===== config.mk =====
export PLATFORM = sky130hd
export DESIGN_NAME = nmea_rmc_position_extractor_flat
export DESIGN_NICKNAME = d
export VERILOG_FILES = /design/src/hw/rtl/nrpe_pkg.sv /design/src/hw/rtl/nrpe_byte_if.sv /design/src/hw/rtl/nrpe_char_if.sv /design/src/hw/rtl/nmea_rmc_position_extractor.sv /design/src/flat_wrapper.sv
export SDC_FILE = /design/constraint.sdc
export NUM_CORES = 1
export LEC_CHECK = 0
export BUFFER_PORTS_ARGS = -buffer_cell sky130_fd_sc_hd__buf_2
export CAP_MARGIN = 25
export CORE_ASPECT_RATIO = 0.5
export CORE_MARGIN = 1
export CORE_UTILIZATION = 35
export CTS_BUF_LIST = sky130_fd_sc_hd__clkbuf_4 sky130_fd_sc_hd__clkbuf_8
export DETAILED_ROUTE_END_ITERATION = 8
export HOLD_SLACK_MARGIN = 0.02
export PLACE_DENSITY_LB_ADDON = 0.12
export RECOVER_POWER = 100
export SLEW_MARGIN = 15
export SYNTH_ARGS = -nofsm -noshare
export SYNTH_HDL_FRONTEND = slang
export SYNTH_SLANG_ARGS = --single-unit

===== constraint.sdc =====
create_clock -name clk -period 13.2 [get_ports clk]
set_clock_uncertainty 0.1 [all_clocks]
set_input_delay 2.64 -clock clk [delete_from_list [all_inputs] [get_ports clk]]
set_output_delay 2.64 -clock clk [all_outputs]
set_load 0.01 [all_outputs]

===== src/hw/rtl/nrpe_pkg.sv =====
// Package: shared constants and helpers for the RMC position extractor.
package nrpe_pkg;

  // Parameter defaults
  localparam int LINE_BYTES_DEF = 128;
  localparam int LAT_CHARS_DEF  = 15;
  localparam int NS_CHARS_DEF   = 1;
  localparam int LON_CHARS_DEF  = 15;
  localparam int EW_CHARS_DEF   = 1;

  // Storage geometry: four fields of sixteen character slots
  localparam int FIELD_COUNT = 4;
  localparam int FIELD_SLOTS = 16;
  localparam int FIELD_W     = $clog2(FIELD_COUNT);
  localparam int SLOT_W      = $clog2(FIELD_SLOTS);
  localparam int ADDR_W      = FIELD_W + SLOT_W;
  localparam int MEM_DEPTH   = FIELD_COUNT * FIELD_SLOTS;

  // Character codes
  localparam logic [7:0] CH_DOLLAR  = 8'h24;
  localparam logic [7:0] CH_COMMA   = 8'h2C;
  localparam logic [7:0] CH_NEWLINE = 8'h0A;
  localparam logic [7:0] CH_NUL     = 8'h00;

  // Prefix matcher codes
  localparam logic [2:0] PREFIX_LEN    = 3'd6;
  localparam logic [2:0] PREFIX_FAILED = 3'd7;

  // Token numbering: tokens four to seven carry the position fields
  localparam logic [3:0] TOKEN_FIRST_FIELD = 4'd4;
  localparam logic [3:0] TOKEN_LAST_FIELD  = 4'd7;
  localparam logic [3:0] TOKEN_SAT         = 4'd8;

  // Field identifiers
  localparam logic [1:0] FIELD_LAT = 2'd0;
  localparam logic [1:0] FIELD_NS  = 2'd1;
  localparam logic [1:0] FIELD_LON = 2'd2;
  localparam logic [1:0] FIELD_EW  = 2'd3;

  // Return the expected "$GPRMC" character at a match position
  function automatic logic [7:0] prefix_char(input logic [2:0] idx);
    logic [7:0] ch;
    unique case (idx)
      3'd0:    ch = CH_DOLLAR;
      3'd1:    ch = 8'h47;
      3'd2:    ch = 8'h50;
      3'd3:    ch = 8'h52;
      3'd4:    ch = 8'h4D;
      3'd5:    ch = 8'h43;
      default: ch = CH_NUL;
    endcase
    return ch;
  endfunction

endpackage


===== src/hw/rtl/nrpe_byte_if.sv =====
// Interface: received byte channel.
interface nrpe_byte_if;
  logic       valid;
  logic       ready;
  logic [7:0] rx_byte;

  modport source (output valid, output rx_byte, input ready);
  modport sink   (input valid, input rx_byte, output ready);
endinterface


===== src/hw/rtl/nrpe_char_if.sv =====
// Interface: record character result channel.
interface nrpe_char_if;
  logic       valid;
  logic       ready;
  logic [1:0] field_id;
  logic [3:0] char_position;
  logic [7:0] character;
  logic       last;

  modport source (output valid, output field_id, output char_position, output character,
                  output last, input ready);
  modport sink   (input valid, input field_id, input char_position, input character,
                  input last, output ready);
endinterface


===== src/hw/rtl/nmea_rmc_position_extractor.sv =====
// Top level: NMEA RMC line parser with staged and stored position field memories.
//
//   channel | dir | payload                                      | accepted when
//   rx      | in  | rx_byte[7:0]                                 | rx.valid & rx.ready
//   chars   | out | field_id[1:0] char_position[3:0] character[7:0] last | chars.valid & chars.ready
//
// Ready stays high unless the byte ends a "$GPRMC" line.
// A newline that ends a "$GPRMC" line starts a record run of
// LAT_CHARS+NS_CHARS+LON_CHARS+EW_CHARS transactions, each of which may be stalled at the output:
// it reads the memory entry, registers the character and holds it until taken.
// No byte is taken during a run. Reset (rst, synchronous) clears the line state and
// marks every stored field empty; the memories themselves hold no reset value.
module nmea_rmc_position_extractor #(
  parameter int LINE_BYTES = nrpe_pkg::LINE_BYTES_DEF,
  parameter int LAT_CHARS  = nrpe_pkg::LAT_CHARS_DEF,
  parameter int NS_CHARS   = nrpe_pkg::NS_CHARS_DEF,
  parameter int LON_CHARS  = nrpe_pkg::LON_CHARS_DEF,
  parameter int EW_CHARS   = nrpe_pkg::EW_CHARS_DEF
) (
  input logic          clk,
  input logic          rst,
  nrpe_byte_if.sink    rx,
  nrpe_char_if.source  chars
);

  localparam int LL_W = $clog2(LINE_BYTES);
  localparam logic [LL_W-1:0] LINE_MAX = LL_W'(LINE_BYTES - 1);

  localparam logic [1:0] ST_IDLE = 2'd0;
  localparam logic [1:0] ST_READ = 2'd1;
  localparam logic [1:0] ST_LOAD = 2'd2;
  localparam logic [1:0] ST_SEND = 2'd3;

  // Characters kept per field
  function automatic logic [3:0] chars_of(input logic [1:0] fld);
    logic [3:0] n;
    unique case (fld)
      nrpe_pkg::FIELD_LAT: n = 4'(LAT_CHARS);
      nrpe_pkg::FIELD_NS:  n = 4'(NS_CHARS);
      nrpe_pkg::FIELD_LON: n = 4'(LON_CHARS);
      default:             n = 4'(EW_CHARS);
    endcase
    return n;
  endfunction

  logic [1:0]      state;

  // Line state
  logic [LL_W-1:0] line_length, line_length_next;
  logic [2:0]      prefix_progress, prefix_progress_next;
  logic            text_ended, text_ended_next;
  logic [3:0]      token_number, token_number_next;
  logic            inside_token, inside_token_next;
  logic [3:0]      staged_present, staged_present_next;
  logic [3:0]      staged_len [4];
  logic [3:0]      staged_len_next [4];
  logic [3:0]      record_valid;

  // Memories
  logic [7:0] staged_mem [nrpe_pkg::MEM_DEPTH];
  logic [7:0] record_mem [nrpe_pkg::MEM_DEPTH];
  logic                        stage_we;
  logic [nrpe_pkg::ADDR_W-1:0] stage_addr;
  logic [7:0] staged_q, record_q;

  // Run counters and output register
  logic [1:0] fld;
  logic [3:0] pos;
  logic       run_last;
  logic [7:0] load_char;
  logic [1:0] out_field;
  logic [3:0] out_pos;
  logic [7:0] out_char;
  logic       out_last;

  logic       byte_take, start, keep;
  logic [1:0] tok_field;

  assign byte_take = rx.valid && rx.ready;
  assign rx.ready  = (state == ST_IDLE);

  // Parse one byte against the line state
  always_comb begin
    start     = (rx.rx_byte == nrpe_pkg::CH_DOLLAR);
    line_length_next     = start ? '0 : line_length;
    prefix_progress_next = start ? '0 : prefix_progress;
    text_ended_next      = start ? 1'b0 : text_ended;
    token_number_next    = start ? '0 : token_number;
    inside_token_next    = start ? 1'b0 : inside_token;
    staged_present_next  = start ? '0 : staged_present;
    for (int i = 0; i < 4; i++) begin
      staged_len_next[i] = start ? '0 : staged_len[i];
    end
    stage_we   = 1'b0;
    stage_addr = '0;
    tok_field  = token_number_next[1:0];
    keep       = (line_length_next < LINE_MAX);
    if (keep) begin
      line_length_next = line_length_next + 1'b1;
      if (rx.rx_byte == nrpe_pkg::CH_NUL) begin
        text_ended_next = 1'b1;
      end else if (!text_ended_next) begin
        if (prefix_progress_next < nrpe_pkg::PREFIX_LEN) begin
          prefix_progress_next =
              (rx.rx_byte == nrpe_pkg::prefix_char(prefix_progress_next)) ?
              prefix_progress_next + 1'b1 : nrpe_pkg::PREFIX_FAILED;
        end
        if (rx.rx_byte == nrpe_pkg::CH_COMMA) begin
          inside_token_next = 1'b0;
        end else begin
          if (!inside_token_next) begin
            inside_token_next = 1'b1;
            if (token_number_next < nrpe_pkg::TOKEN_SAT) begin
              token_number_next = token_number_next + 1'b1;
            end
          end
          tok_field = token_number_next[1:0];
          if (token_number_next >= nrpe_pkg::TOKEN_FIRST_FIELD &&
              token_number_next <= nrpe_pkg::TOKEN_LAST_FIELD) begin
            staged_present_next[tok_field] = 1'b1;
            if (staged_len_next[tok_field] < chars_of(tok_field)) begin
              stage_we   = 1'b1;
              stage_addr = {tok_field, staged_len_next[tok_field]};
              staged_len_next[tok_field] = staged_len_next[tok_field] + 1'b1;
            end
          end
        end
      end
    end
  end

  // Pick the record character: fresh staged text or the stored one
  always_comb begin
    if (staged_present[fld]) begin
      load_char = (pos < staged_len[fld]) ? staged_q : nrpe_pkg::CH_NUL;
    end else begin
      load_char = record_valid[fld] ? record_q : nrpe_pkg::CH_NUL;
    end
  end

  assign run_last = (fld == nrpe_pkg::FIELD_EW) && (pos == 4'(EW_CHARS - 1));

  // Control: line state, run sequencing, record field marks
  always_ff @(posedge clk) begin
    if (rst) begin
      state           <= ST_IDLE;
      line_length     <= '0;
      prefix_progress <= '0;
      text_ended      <= 1'b0;
      token_number    <= '0;
      inside_token    <= 1'b0;
      staged_present  <= '0;
      for (int i = 0; i < 4; i++) staged_len[i] <= '0;
      record_valid    <= '0;
      fld             <= '0;
      pos             <= '0;
    end else begin
      unique case (state)
        ST_IDLE: begin
          if (byte_take) begin
            line_length     <= line_length_next;
            prefix_progress <= prefix_progress_next;
            text_ended      <= text_ended_next;
            token_number    <= token_number_next;
            inside_token    <= inside_token_next;
            staged_present  <= staged_present_next;
            for (int i = 0; i < 4; i++) staged_len[i] <= staged_len_next[i];
            if (rx.rx_byte == nrpe_pkg::CH_NEWLINE) begin
              if (prefix_progress_next == nrpe_pkg::PREFIX_LEN) begin
                // hold staged marks for the commit run
                state <= ST_READ;
                fld   <= nrpe_pkg::FIELD_LAT;
                pos   <= '0;
              end else begin
                // drop the line
                line_length     <= '0;
                prefix_progress <= '0;
                text_ended      <= 1'b0;
                token_number    <= '0;
                inside_token    <= 1'b0;
                staged_present  <= '0;
                for (int i = 0; i < 4; i++) staged_len[i] <= '0;
              end
            end
          end
        end
        ST_READ: state <= ST_LOAD;
        ST_LOAD: begin
          state <= ST_SEND;
          if (staged_present[fld]) record_valid[fld] <= 1'b1;
        end
        ST_SEND: begin
          if (chars.ready) begin
            if (run_last) begin
              // run done: start a fresh line
              state           <= ST_IDLE;
              line_length     <= '0;
              prefix_progress <= '0;
              text_ended      <= 1'b0;
              token_number    <= '0;
              inside_token    <= 1'b0;
              staged_present  <= '0;
              for (int i = 0; i < 4; i++) staged_len[i] <= '0;
            end else begin
              state <= ST_READ;
              if (pos == chars_of(fld) - 1'b1) begin
                fld <= fld + 1'b1;
                pos <= '0;
              end else begin
                pos <= pos + 1'b1;
              end
            end
          end
        end
        default: state <= ST_IDLE;
      endcase
    end
  end

  // Staged text memory: write on token bytes, read during the run
  always_ff @(posedge clk) begin
    if (byte_take && stage_we) staged_mem[stage_addr] <= rx.rx_byte;
    if (state == ST_READ) staged_q <= staged_mem[{fld, pos}];
  end

  // Record memory: read during the run, write back committed characters
  always_ff @(posedge clk) begin
    if (state == ST_READ) record_q <= record_mem[{fld, pos}];
    if (state == ST_LOAD && staged_present[fld]) record_mem[{fld, pos}] <= load_char;
  end

  // Output register
  always_ff @(posedge clk) begin
    if (state == ST_LOAD) begin
      out_field <= fld;
      out_pos   <= pos;
      out_char  <= load_char;
      out_last  <= run_last;
    end
  end

  assign chars.valid         = (state == ST_SEND);
  assign chars.field_id      = out_field;
  assign chars.char_position = out_pos;
  assign chars.character     = out_char;
  assign chars.last          = out_last;

  // Checks
  a_no_overlap: assert property (@(posedge clk) disable iff (rst)
    rx.ready |-> !chars.valid)
    else $error("byte taken while a result is pending");

  a_last_field: assert property (@(posedge clk) disable iff (rst)
    (chars.valid && chars.last) |-> (chars.field_id == nrpe_pkg::FIELD_EW))
    else $error("run ends outside the east/west field");

  a_pos_range: assert property (@(posedge clk) disable iff (rst)
    chars.valid |-> (chars.char_position < chars_of(chars.field_id)))
    else $error("character position beyond field size");

  a_run_end: assert property (@(posedge clk) disable iff (rst)
    (chars.valid && chars.ready && chars.last) |=> rx.ready)
    else $error("byte channel not reopened after the run");

  a_run_start: assert property (@(posedge clk) disable iff (rst)
    (state == ST_LOAD) |=> (chars.valid && $stable(fld) && $stable(pos)))
    else $error("loaded character not presented");

endmodule


===== src/flat_wrapper.sv =====
// flat-port wrapper written by rule: the top's interface ports become plain ports
module nmea_rmc_position_extractor_flat 
#(
  parameter int LINE_BYTES = nrpe_pkg::LINE_BYTES_DEF,
  parameter int LAT_CHARS  = nrpe_pkg::LAT_CHARS_DEF,
  parameter int NS_CHARS   = nrpe_pkg::NS_CHARS_DEF,
  parameter int LON_CHARS  = nrpe_pkg::LON_CHARS_DEF,
  parameter int EW_CHARS   = nrpe_pkg::EW_CHARS_DEF
)
  (clk, rst, rx_valid, rx_rx_byte, rx_ready, chars_valid, chars_field_id, chars_char_position, chars_character, chars_last, chars_ready);
  nrpe_byte_if rx_i ();
  nrpe_char_if chars_i ();
  input logic clk;
  input logic rst;
  input wire logic [$bits(rx_i.valid)-1:0] rx_valid;
  input wire logic [$bits(rx_i.rx_byte)-1:0] rx_rx_byte;
  output wire logic [$bits(rx_i.ready)-1:0] rx_ready;
  output wire logic [$bits(chars_i.valid)-1:0] chars_valid;
  output wire logic [$bits(chars_i.field_id)-1:0] chars_field_id;
  output wire logic [$bits(chars_i.char_position)-1:0] chars_char_position;
  output wire logic [$bits(chars_i.character)-1:0] chars_character;
  output wire logic [$bits(chars_i.last)-1:0] chars_last;
  input wire logic [$bits(chars_i.ready)-1:0] chars_ready;
  assign rx_i.valid = rx_valid;
  assign rx_i.rx_byte = rx_rx_byte;
  assign rx_ready = rx_i.ready;
  assign chars_valid = chars_i.valid;
  assign chars_field_id = chars_i.field_id;
  assign chars_char_position = chars_i.char_position;
  assign chars_character = chars_i.character;
  assign chars_last = chars_i.last;
  assign chars_i.ready = chars_ready;
  nmea_rmc_position_extractor #(.LINE_BYTES(LINE_BYTES), .LAT_CHARS(LAT_CHARS), .NS_CHARS(NS_CHARS), .LON_CHARS(LON_CHARS), .EW_CHARS(EW_CHARS)) u_core (.clk(clk), .rst(rst), .rx(rx_i), .chars(chars_i));
endmodule

==> results.env, run 1 <==
WORST_IR_DROP_VDD_mV=0.08920
GPL.FINAL_WEIGHTED_CONGESTION=0.8808
POSTCTSHOLDBUFS=0
IO_PINS=29
WORSTREGTOREGCELLS=5
POWER_DENSITY_nW_PER_UM2=136.5
GRT_FIRST_PASS_WIRELENGTH_MM=205.3
VIAS_IN_THE_FIRST_GLOBAL_ROUTE=27232
CTS_TREE='built'
HOLD-PATH-CELL-COUNT=2
STATIC-LEAKAGE-POWER_nW=14.41
CTS_MAX_LEVEL=4
CTS.REPORTEDPATHS.CLKPINSLEW_NS=0.06
WORST-SLEW-PIN-TRANSITION_NS=4.531
LAYOUT_WORST_PATH_CYCLE_SHARE_PCT=80.07
GRT_MAX_DEGREE=75
PERIOD_NEEDED_NS=10.57
PORT_BUFFERS=28
DETAIL_ROUTE.WL_PER_CELL_UM=30.21
DRT-INITIAL-DRC-COUNT=3018
FIN_TNS_SETUP_NS=0
KIND_OF_PATH_BEHIND_THE_TIGHTEST_HOLD_CHECK='reg2reg'
CTS_MAX_PATH_BUFFERS=3
HOLDWS_NS=0.3705
AREA_GROWTH_PCT=11.74
DIE_WIDTH_UM=502.5
FMAXACHIEVABLE_GHz=0.09461
ANTENNA_FOUND_INITIAL=3
SYNTH_AREA_UM2=43840
FIRST_PASS_ITERS=6
CTS-BUFFERS-INSERTED=165
CTS.REPAIR.RESIZED=0
FP.DIEAREA_UM2=126800
LEADING_CELL_TYPE_IN_THE_LAYOUT_FILL_AND_TAPS_EXCLUDED='sky130_fd_sc_hd__edfxtp_1'
HIGHEST_COUNT_CELLS_IN_THE_LAYOUT_IGNORING_FILL_AND_TAPS='1,055 x sky130_fd_sc_hd__edfxtp_1, 239 x sky130_fd_sc_hd__nand2_1, 237 x sky130_fd_sc_hd__nor2_1'
VIAS_PER_CELL=5.680
PATH_MAX_FANOUT=30
WORST_HOLD_STARTPOINT='u_core.record_valid[0]$_SDFFE_PP0P_'
SYNTH_NETS=2970
REPORT.FINAL.SETUP_VIOL=0
ENDPOINT_KIND='flip-flop'
POST-DP-HPWL_MM=84.42
REQUIRED_NS=13.59
R2R-START='u_core.pos[2]$_SDFFE_PP0P_'
PORTION_OF_THE_POST_SYNTHESIS_AREA_USED_BY_SEQUENTIAL_ELEMENTS_PCT=74.54
WL_MM=145.4
CTS_NUM_SINKS=1105
SYNTH_EDF_COUNT=1055
CLKLATENCYLATEPIN_NS=0.88
POSTSYNTHCELLCOUNT=2934
YS.WARNINGS.COUNT=0
NUMBER_OF_NETS_WITH_ANTENNA_VIOLATIONS_AFTER_ROUTING=0
VIOLATIONS='capacitance limit, slew limit'
DRV_SLEW=1255
FF2FF_SETUP_SLACK_NS=3.42
GRT_OVERFLOW_TOTAL=0
FIN_NETS=3057
TIMING_WORST_SETUP_PATH_TYPE='in2reg'
ROWS=91
POSTSYNTH.TOPFLOPCELL='sky130_fd_sc_hd__edfxtp_1'
SYNTH_ASYNC_SR_FLOP_SHARE_PCT=0
SLEW-LIMIT-HEADROOM_PCT=-202.1
RR_ENDPOINT='u_core.record_mem[38][6]$_DFFE_PP_'
START_UTIL_PCT=35.42
CRITPATHARRIVALTIME_NS=10.96
CTS-ROOT-BUF='sky130_fd_sc_hd__clkbuf_8'
FP.DIEH_UM=252.3
TIMING.HOLD.WORST_ENDPOINT='u_core.record_valid[0]$_SDFFE_PP0P_'
RUN_STATUS='finished with violations'
YS_FF_LATCH=1105
UNREPAIRED_SETUP_ENDPOINTS_AFTER_GLOBAL_ROUTING='false'
SYNTHDISTINCTLIBCELLS=78
FINAL_HOLD_VIOL_COUNT=0
POST-CTS-SETUP-BUFFER-COUNT=0
MAX_CAP_VIOLATION_COUNT=27
GRT_UTIL_ALL_LAYERS_PCT=22.89
FIN_TOTAL_PWR_mW=6.688
POST_ROUTE_CELLS_DRIVE_ABOVE_1_SHARE_PCT=11.77
COREAREA_UM2=123800
SYN_AVG_CELL_AREA_UM2=14.94
ROUTED-VIA-COUNT=27340
STARTPOINT_TYPE='input pin'
DRC=0
area by class of cell:
type,count,area [um2]
inverter,23,86.33
sequential,1105,32690
timing repair buffer,98,549.3
fill,11471,74770
antenna,3,7.507
clock inverter,58,386.6
multi-input combinational,1628,10430
clock buffer,224,2758
tap,1674,2095
per-layer routing:
layer,GRT usage (%),share of wire (%),vias to the layer above
li1,-,-,11746
met5,0,0,-
met2,35.32,46,1100
met4,7.376,2.3,0
met1,32.69,45,14290
met3,4.040,6.9,204
worst max-delay path, stage by stage:
cell                       delay, ns
sky130_fd_sc_hd__buf_2          0.07
sky130_fd_sc_hd__clkbuf_1       1.35
sky130_fd_sc_hd__nor4bb_1       0.75
sky130_fd_sc_hd__nand2_1        0.11
sky130_fd_sc_hd__clkbuf_1       0.56
sky130_fd_sc_hd__and2_0         0.41
sky130_fd_sc_hd__ha_1           0.34
sky130_fd_sc_hd__mux2i_1        0.63
sky130_fd_sc_hd__mux4_2         0.41
sky130_fd_sc_hd__nand2_1        0.20
sky130_fd_sc_hd__inv_1          0.19
sky130_fd_sc_hd__ha_1           0.32
sky130_fd_sc_hd__o21a_1         0.10
sky130_fd_sc_hd__o21ai_0        0.18
sky130_fd_sc_hd__inv_1          0.08
sky130_fd_sc_hd__o21ai_0        0.18
sky130_fd_sc_hd__nand3_1        0.33
sky130_fd_sc_hd__nor3_1         0.49
sky130_fd_sc_hd__nand2_1        0.71
sky130_fd_sc_hd__nor2_1         0.82
Yosys cell counts (4+ instances only):
cell type,instances,area [um2]
sky130_fd_sc_hd__a211oi_1,15,112.6
sky130_fd_sc_hd__a21o_1,8,60.06
sky130_fd_sc_hd__a21oi_1,202,1011
sky130_fd_sc_hd__a221oi_1,64,560.5
sky130_fd_sc_hd__a222oi_1,6,60.06
sky130_fd_sc_hd__a22o_1,51,446.7
sky130_fd_sc_hd__a22oi_1,164,1231
sky130_fd_sc_hd__a311oi_1,11,96.34
sky130_fd_sc_hd__a31oi_1,26,162.7
sky130_fd_sc_hd__and2_1,14,87.58
sky130_fd_sc_hd__and3_1,6,37.54
sky130_fd_sc_hd__buf_1,34,127.6
sky130_fd_sc_hd__clkbuf_1,140,525.5
sky130_fd_sc_hd__dfxtp_1,50,1001
sky130_fd_sc_hd__edfxtp_1,1055,31680
sky130_fd_sc_hd__ha_1,24,300.3
sky130_fd_sc_hd__inv_1,22,82.58
sky130_fd_sc_hd__mux2_2,24,270.3
sky130_fd_sc_hd__mux2i_1,113,1131
sky130_fd_sc_hd__mux4_2,27,608.1
sky130_fd_sc_hd__nand2_1,239,897.1
sky130_fd_sc_hd__nand2b_1,12,75.07
sky130_fd_sc_hd__nand3_1,58,290.3
sky130_fd_sc_hd__nand3b_1,4,30.03
sky130_fd_sc_hd__nand4_1,43,269.0
sky130_fd_sc_hd__nor2_1,239,897.1
sky130_fd_sc_hd__nor2b_1,7,43.79
sky130_fd_sc_hd__nor3_1,32,160.2
sky130_fd_sc_hd__nor3b_1,5,37.54
sky130_fd_sc_hd__nor4_1,4,25.02
sky130_fd_sc_hd__o2111ai_1,5,43.79
sky130_fd_sc_hd__o211ai_1,15,112.6
sky130_fd_sc_hd__o21a_1,6,45.04
sky130_fd_sc_hd__o21ai_0,128,640.6
sky130_fd_sc_hd__o22ai_1,9,56.30
sky130_fd_sc_hd__or4_1,8,60.06
sky130_fd_sc_hd__xnor2_1,4,35.03
kinds of logic after synthesis:
logic type / after synthesis / share of synthesized area, %
AO/OA/AOI/OAI: 742 / 11.24
XOR/XNOR: 6 / 0.1199
adder cells (fa/ha/maj): 24 / 0.6849
buffers and inverters: 201 / 1.752
flip-flops: 1105 / 74.54
multiplexers: 164 / 4.583
AND/OR/NAND/NOR: 692 / 7.075
worst max-delay path by stage:
stage	from	cells after the start	slack (ns)	endpoint
finish	rx_rx_byte[2]	20	2.63	u_core.staged_mem[43][1]$_DFFE_PP_
detailed placement	rx_rx_byte[0]	20	3.34	u_core.staged_mem[43][2]$_DFFE_PP_
floorplan	rx_rx_byte[3]	19	5.59	u_core.staged_mem[49][0]$_DFFE_PP_
global placement	rx_rx_byte[7]	19	3.48	u_core.staged_mem[43][2]$_DFFE_PP_
global route	rx_rx_byte[2]	20	2.13	u_core.staged_mem[58][5]$_DFFE_PP_
CTS	rx_rx_byte[0]	20	4.35	u_core.staged_mem[43][1]$_DFFE_PP_
flip-flops by register name, indices dropped and copies added (netlist names), named ones only:
register / cells
u_core.staged_mem: 512
u_core.prefix_progress: 3
u_core.staged_len: 16
u_core.text_ended: 1
u_core.inside_token: 1
u_core.token_number: 4
u_core.staged_present: 4
u_core.pos: 4
u_core.state: 2
u_core.chars.character: 8
u_core.chars.field_id: 2
u_core.chars.last: 1
u_core.fld: 2
u_core.record_mem: 512
u_core.line_length: 7
u_core.record_valid: 4
u_core.staged_q: 8
u_core.record_q: 8
u_core.chars.char_position: 4
metrics by stage:
step	instances	worst slack, ns	utilization, %	area [um2]
6_report	4813	2.631	39.58	48990
3_3_place_gp	4524	3.484	37.15	45980
4_1_cts	4810	4.349	39.74	49190
5_1_grt	4812	2.135	39.58	48990
2_1_floorplan	2934	5.586	-	43840
3_5_place_dp	4528	3.345	37.20	46040
power breakdown:
group | internal, mW | leakage (nW) | switching (mW)
sequential | 3.81 | 9.39 | 0.00308
combinational | 0.0170 | 3.36 | 0.0709
clock | 1.43 | 1.66 | 1.36
total | 5.25 | 14.4 | 1.43
(Power assumes the default switching activity.)
==> run 2, diff against run 1 <==
Clock period 13.2 ns to 10.4 ns, I/O delays scaled along.
==> results.env, run 2 (synthesized netlist as in run 1, its figures left out) <==
AREA_GROWTH_PCT=11.79
ROUTED-VIA-COUNT=27416
STARTPOINT_TYPE='flip-flop'
CRITPATHARRIVALTIME_NS=9.42
TOTAL_SWITCHING_POWER_mW=1.827
CRITICAL_PATH_CELL_COUNT=5
SLEW-LIMIT-HEADROOM_PCT=-202.3
FIN_TOTAL_PWR_mW=8.471
WL_MM=144.7
DOMINANT_CELL_TYPE_BY_COUNT_ON_THE_CRITICAL_PATH='sky130_fd_sc_hd__clkbuf_1'
STATIC-LEAKAGE-POWER_nW=14.42
POST-CTS-SETUP-BUFFER-COUNT=0
DRV_SLEW=1122
RUN_STATUS='finished with violations'
POWER_FRAC_CLOCK_PCT=41.5
START_UTIL_PCT=35.42
WORSTREGTOREGCELLS=5
FOOTPRINT_OF_THE_MULTI_INPUT_GATES_UM2=10410
CTS_TREE='built'
CP_NUM_BUF_INV=2
CRIT_PATH_MAX_INCR_DELAY_NS=2.00
DETAIL_ROUTE.WL_PER_CELL_UM=29.97
PERIOD_NEEDED_NS=9.033
KIND_OF_PATH_BEHIND_THE_TIGHTEST_HOLD_CHECK='reg2reg'
FINALNONFILLERCELLS=4829
FMAXACHIEVABLE_GHz=0.1107
REPORT.FINAL.SETUP_VIOL=0
DIE_WIDTH_UM=502.5
GRT_FIRST_PASS_WIRELENGTH_MM=204.8
IO_PINS=29
WORST-SLEW-PIN-TRANSITION_NS=4.535
POSTCTSHOLDBUFS=0
UNREPAIRED_SETUP_ENDPOINTS_AFTER_GLOBAL_ROUTING='false'
VIAS_PER_CELL=5.677
HOLD-PATH-CELL-COUNT=2
POST-DP-HPWL_MM=85.47
FINAL_HOLD_VIOL_COUNT=0
NUMPLACEDINSTANCES=4530
FIN_NETS=3060
VIAS_IN_THE_FIRST_GLOBAL_ROUTE=27168
PORT_BUFFERS=28
ANTENNA_FOUND_INITIAL=5
CTS_MAX_PATH_BUFFERS=3
LAYOUT_WORST_PATH_CYCLE_SHARE_PCT=86.86
WORST_PATH_DOMINANT_CELL_FAMILY='simple AND/OR/NAND/NOR gates'
CP_SLOWEST_CELL='sky130_fd_sc_hd__dfxtp_1'
PATH_MAX_FANOUT=35
GRT_UTIL_ALL_LAYERS_PCT=22.79
ROWS=91
REQUIRED_NS=10.78
NUMBER_OF_NETS_WITH_ANTENNA_VIOLATIONS_AFTER_ROUTING=0
GRT_OVERFLOW_TOTAL=0
CTS_MAX_LEVEL=4
COREAREA_UM2=123800
FP.DIEH_UM=252.3
CTS.REPAIR.RESIZED=0
HIGHEST_COUNT_CELLS_IN_THE_LAYOUT_IGNORING_FILL_AND_TAPS='1,055 x sky130_fd_sc_hd__edfxtp_1, 240 x sky130_fd_sc_hd__nand2_1, 237 x sky130_fd_sc_hd__nor2_1'
TIMING_WORST_SETUP_PATH_TYPE='reg2reg'
FILLERINSTANCES=11566
POWER_DENSITY_nW_PER_UM2=172.8
VIOLATIONS='capacitance limit, slew limit'
CTS.REPORTEDPATHS.CLKPINSLEW_NS=0.07
CTS-BUFFERS-INSERTED=164
GRT_MAX_DEGREE=69
LARGEST_REGISTERS='u_core.record_mem: 512 flops, u_core.staged_mem: 512 flops, u_core.staged_len: 16 flops'
FIRST_PASS_ITERS=7
CTS-ROOT-BUF='sky130_fd_sc_hd__clkbuf_8'
CTS_NUM_SINKS=1105
SEQCELLAREA_UM2=32690
INTERNAL_POWER_mW=6.644
CLKLATENCYLATEPIN_NS=0.87
TIMING.CRITICAL_PATH.CELLS='clkbuf_1, and3b_1, clkbuf_1, nand2_1, nor2_1'
GPL.FINAL_WEIGHTED_CONGESTION=0.8305
FP.DIEAREA_UM2=126800
DRC=0
SWITCHING_SHARE_PCT=21.56
DRT-INITIAL-DRC-COUNT=2884
POST_ROUTE_CELLS_DRIVE_ABOVE_1_SHARE_PCT=12.03
WORST_IR_DROP_VDD_mV=0.1275
FIN_TNS_SETUP_NS=0
ENDPOINT_KIND='flip-flop'
MAX_CAP_VIOLATION_COUNT=28
LEADING_CELL_TYPE_IN_THE_LAYOUT_FILL_AND_TAPS_EXCLUDED='sky130_fd_sc_hd__edfxtp_1'
FRACTION_OF_POWER_CONSUMED_BY_SEQUENTIAL_LOGIC_PCT=57.2
COMBINATIONALPOWERSHARE_PCT=1.3
==> run 2: cell types whose count changed in the layout (fill, tap and decap cells not counted), sizes merged, moves of 2 or more <==
cell / previous run / this run
bufinv: 4 / 1
clkbuf: 277 / 285
clkinv: 48 / 50
clkinvlp: 4 / 9
inv: 25 / 23
buf: 45 / 50
==> run 2: stage by stage <==
stage / utilization, % / hold slack, ns / setup slack [ns] / area (um2)
final: 39.60 / 0.3722 / 1.367 / 49010
after global routing: 39.60 / 0.4042 / 1.124 / 49010
after CTS: 39.74 / 0.3775 / 2.777 / 49180
after detailed placement: 37.18 / 0.3620 / 1.803 / 46020
after global placement: 37.17 / 0.3544 / 1.860 / 46000
after floorplan: - / 0.3315 / 3.346 / 43840
==> run 2: area by class of cell <==
| cell class | instances | share of cell area (%) |
|---|---|---|
| clock buffer | 233 | 5.802 |
| inverter | 23 | 0.1761 |
| clock inverter | 60 | 0.6561 |
| timing repair buffer | 102 | 1.149 |
| sequential | 1105 | 66.69 |
| multi-input combinational | 1628 | 21.24 |
| tap | 1674 | 4.273 |
| antenna | 4 | 0.02042 |
==> run 2: worst min-delay path, delay by kind of cell (launching register included) <==
family | cells | cell delay, ns
AND/OR/NAND/NOR | 1 | 0.07
flip-flops | 1 | 0.32
AO/OA/AOI/OAI | 1 | 0.04
==> run 2: final timing paths <==
kind                                        from                                  end  slack, ns
max reg2reg           u_core.pos[1]$_SDFFE_PP0P_    u_core.record_mem[3][1]$_DFFE_PP_       1.37
max                   u_core.pos[1]$_SDFFE_PP0P_    u_core.record_mem[3][1]$_DFFE_PP_       1.37
min          u_core.record_valid[3]$_SDFFE_PP0P_  u_core.record_valid[3]$_SDFFE_PP0P_       0.37
min reg2reg  u_core.record_valid[3]$_SDFFE_PP0P_  u_core.record_valid[3]$_SDFFE_PP0P_       0.37
==> run 2: power groups by stage <==
| stage | Sequential (mW) | Combinational, mW | Clock (mW) |
|---|---|---|---|
| 2_1_floorplan | 4.93 | 0.0447 | 0 |
| 3_3_place_gp | 4.93 | 0.117 | 0 |
| 3_5_place_dp | 4.93 | 0.116 | 0 |
| 4_1_cts | 4.84 | 0.116 | 3.58 |
| 5_1_grt | 4.84 | 0.120 | 3.74 |
| 6_report | 4.84 | 0.112 | 3.52 |
==> run 2: routing by layer <==
metal	vias to the layer above	routed length (um)	part of all wire (%)	global-route usage, %
met5	-	0	0	0
li1	11775	-	-	-
met4	0	2793	1.9	6.338
met1	14310	67630	47	33.67
met3	186	9277	6.4	3.369
met2	1145	65010	45	34.83
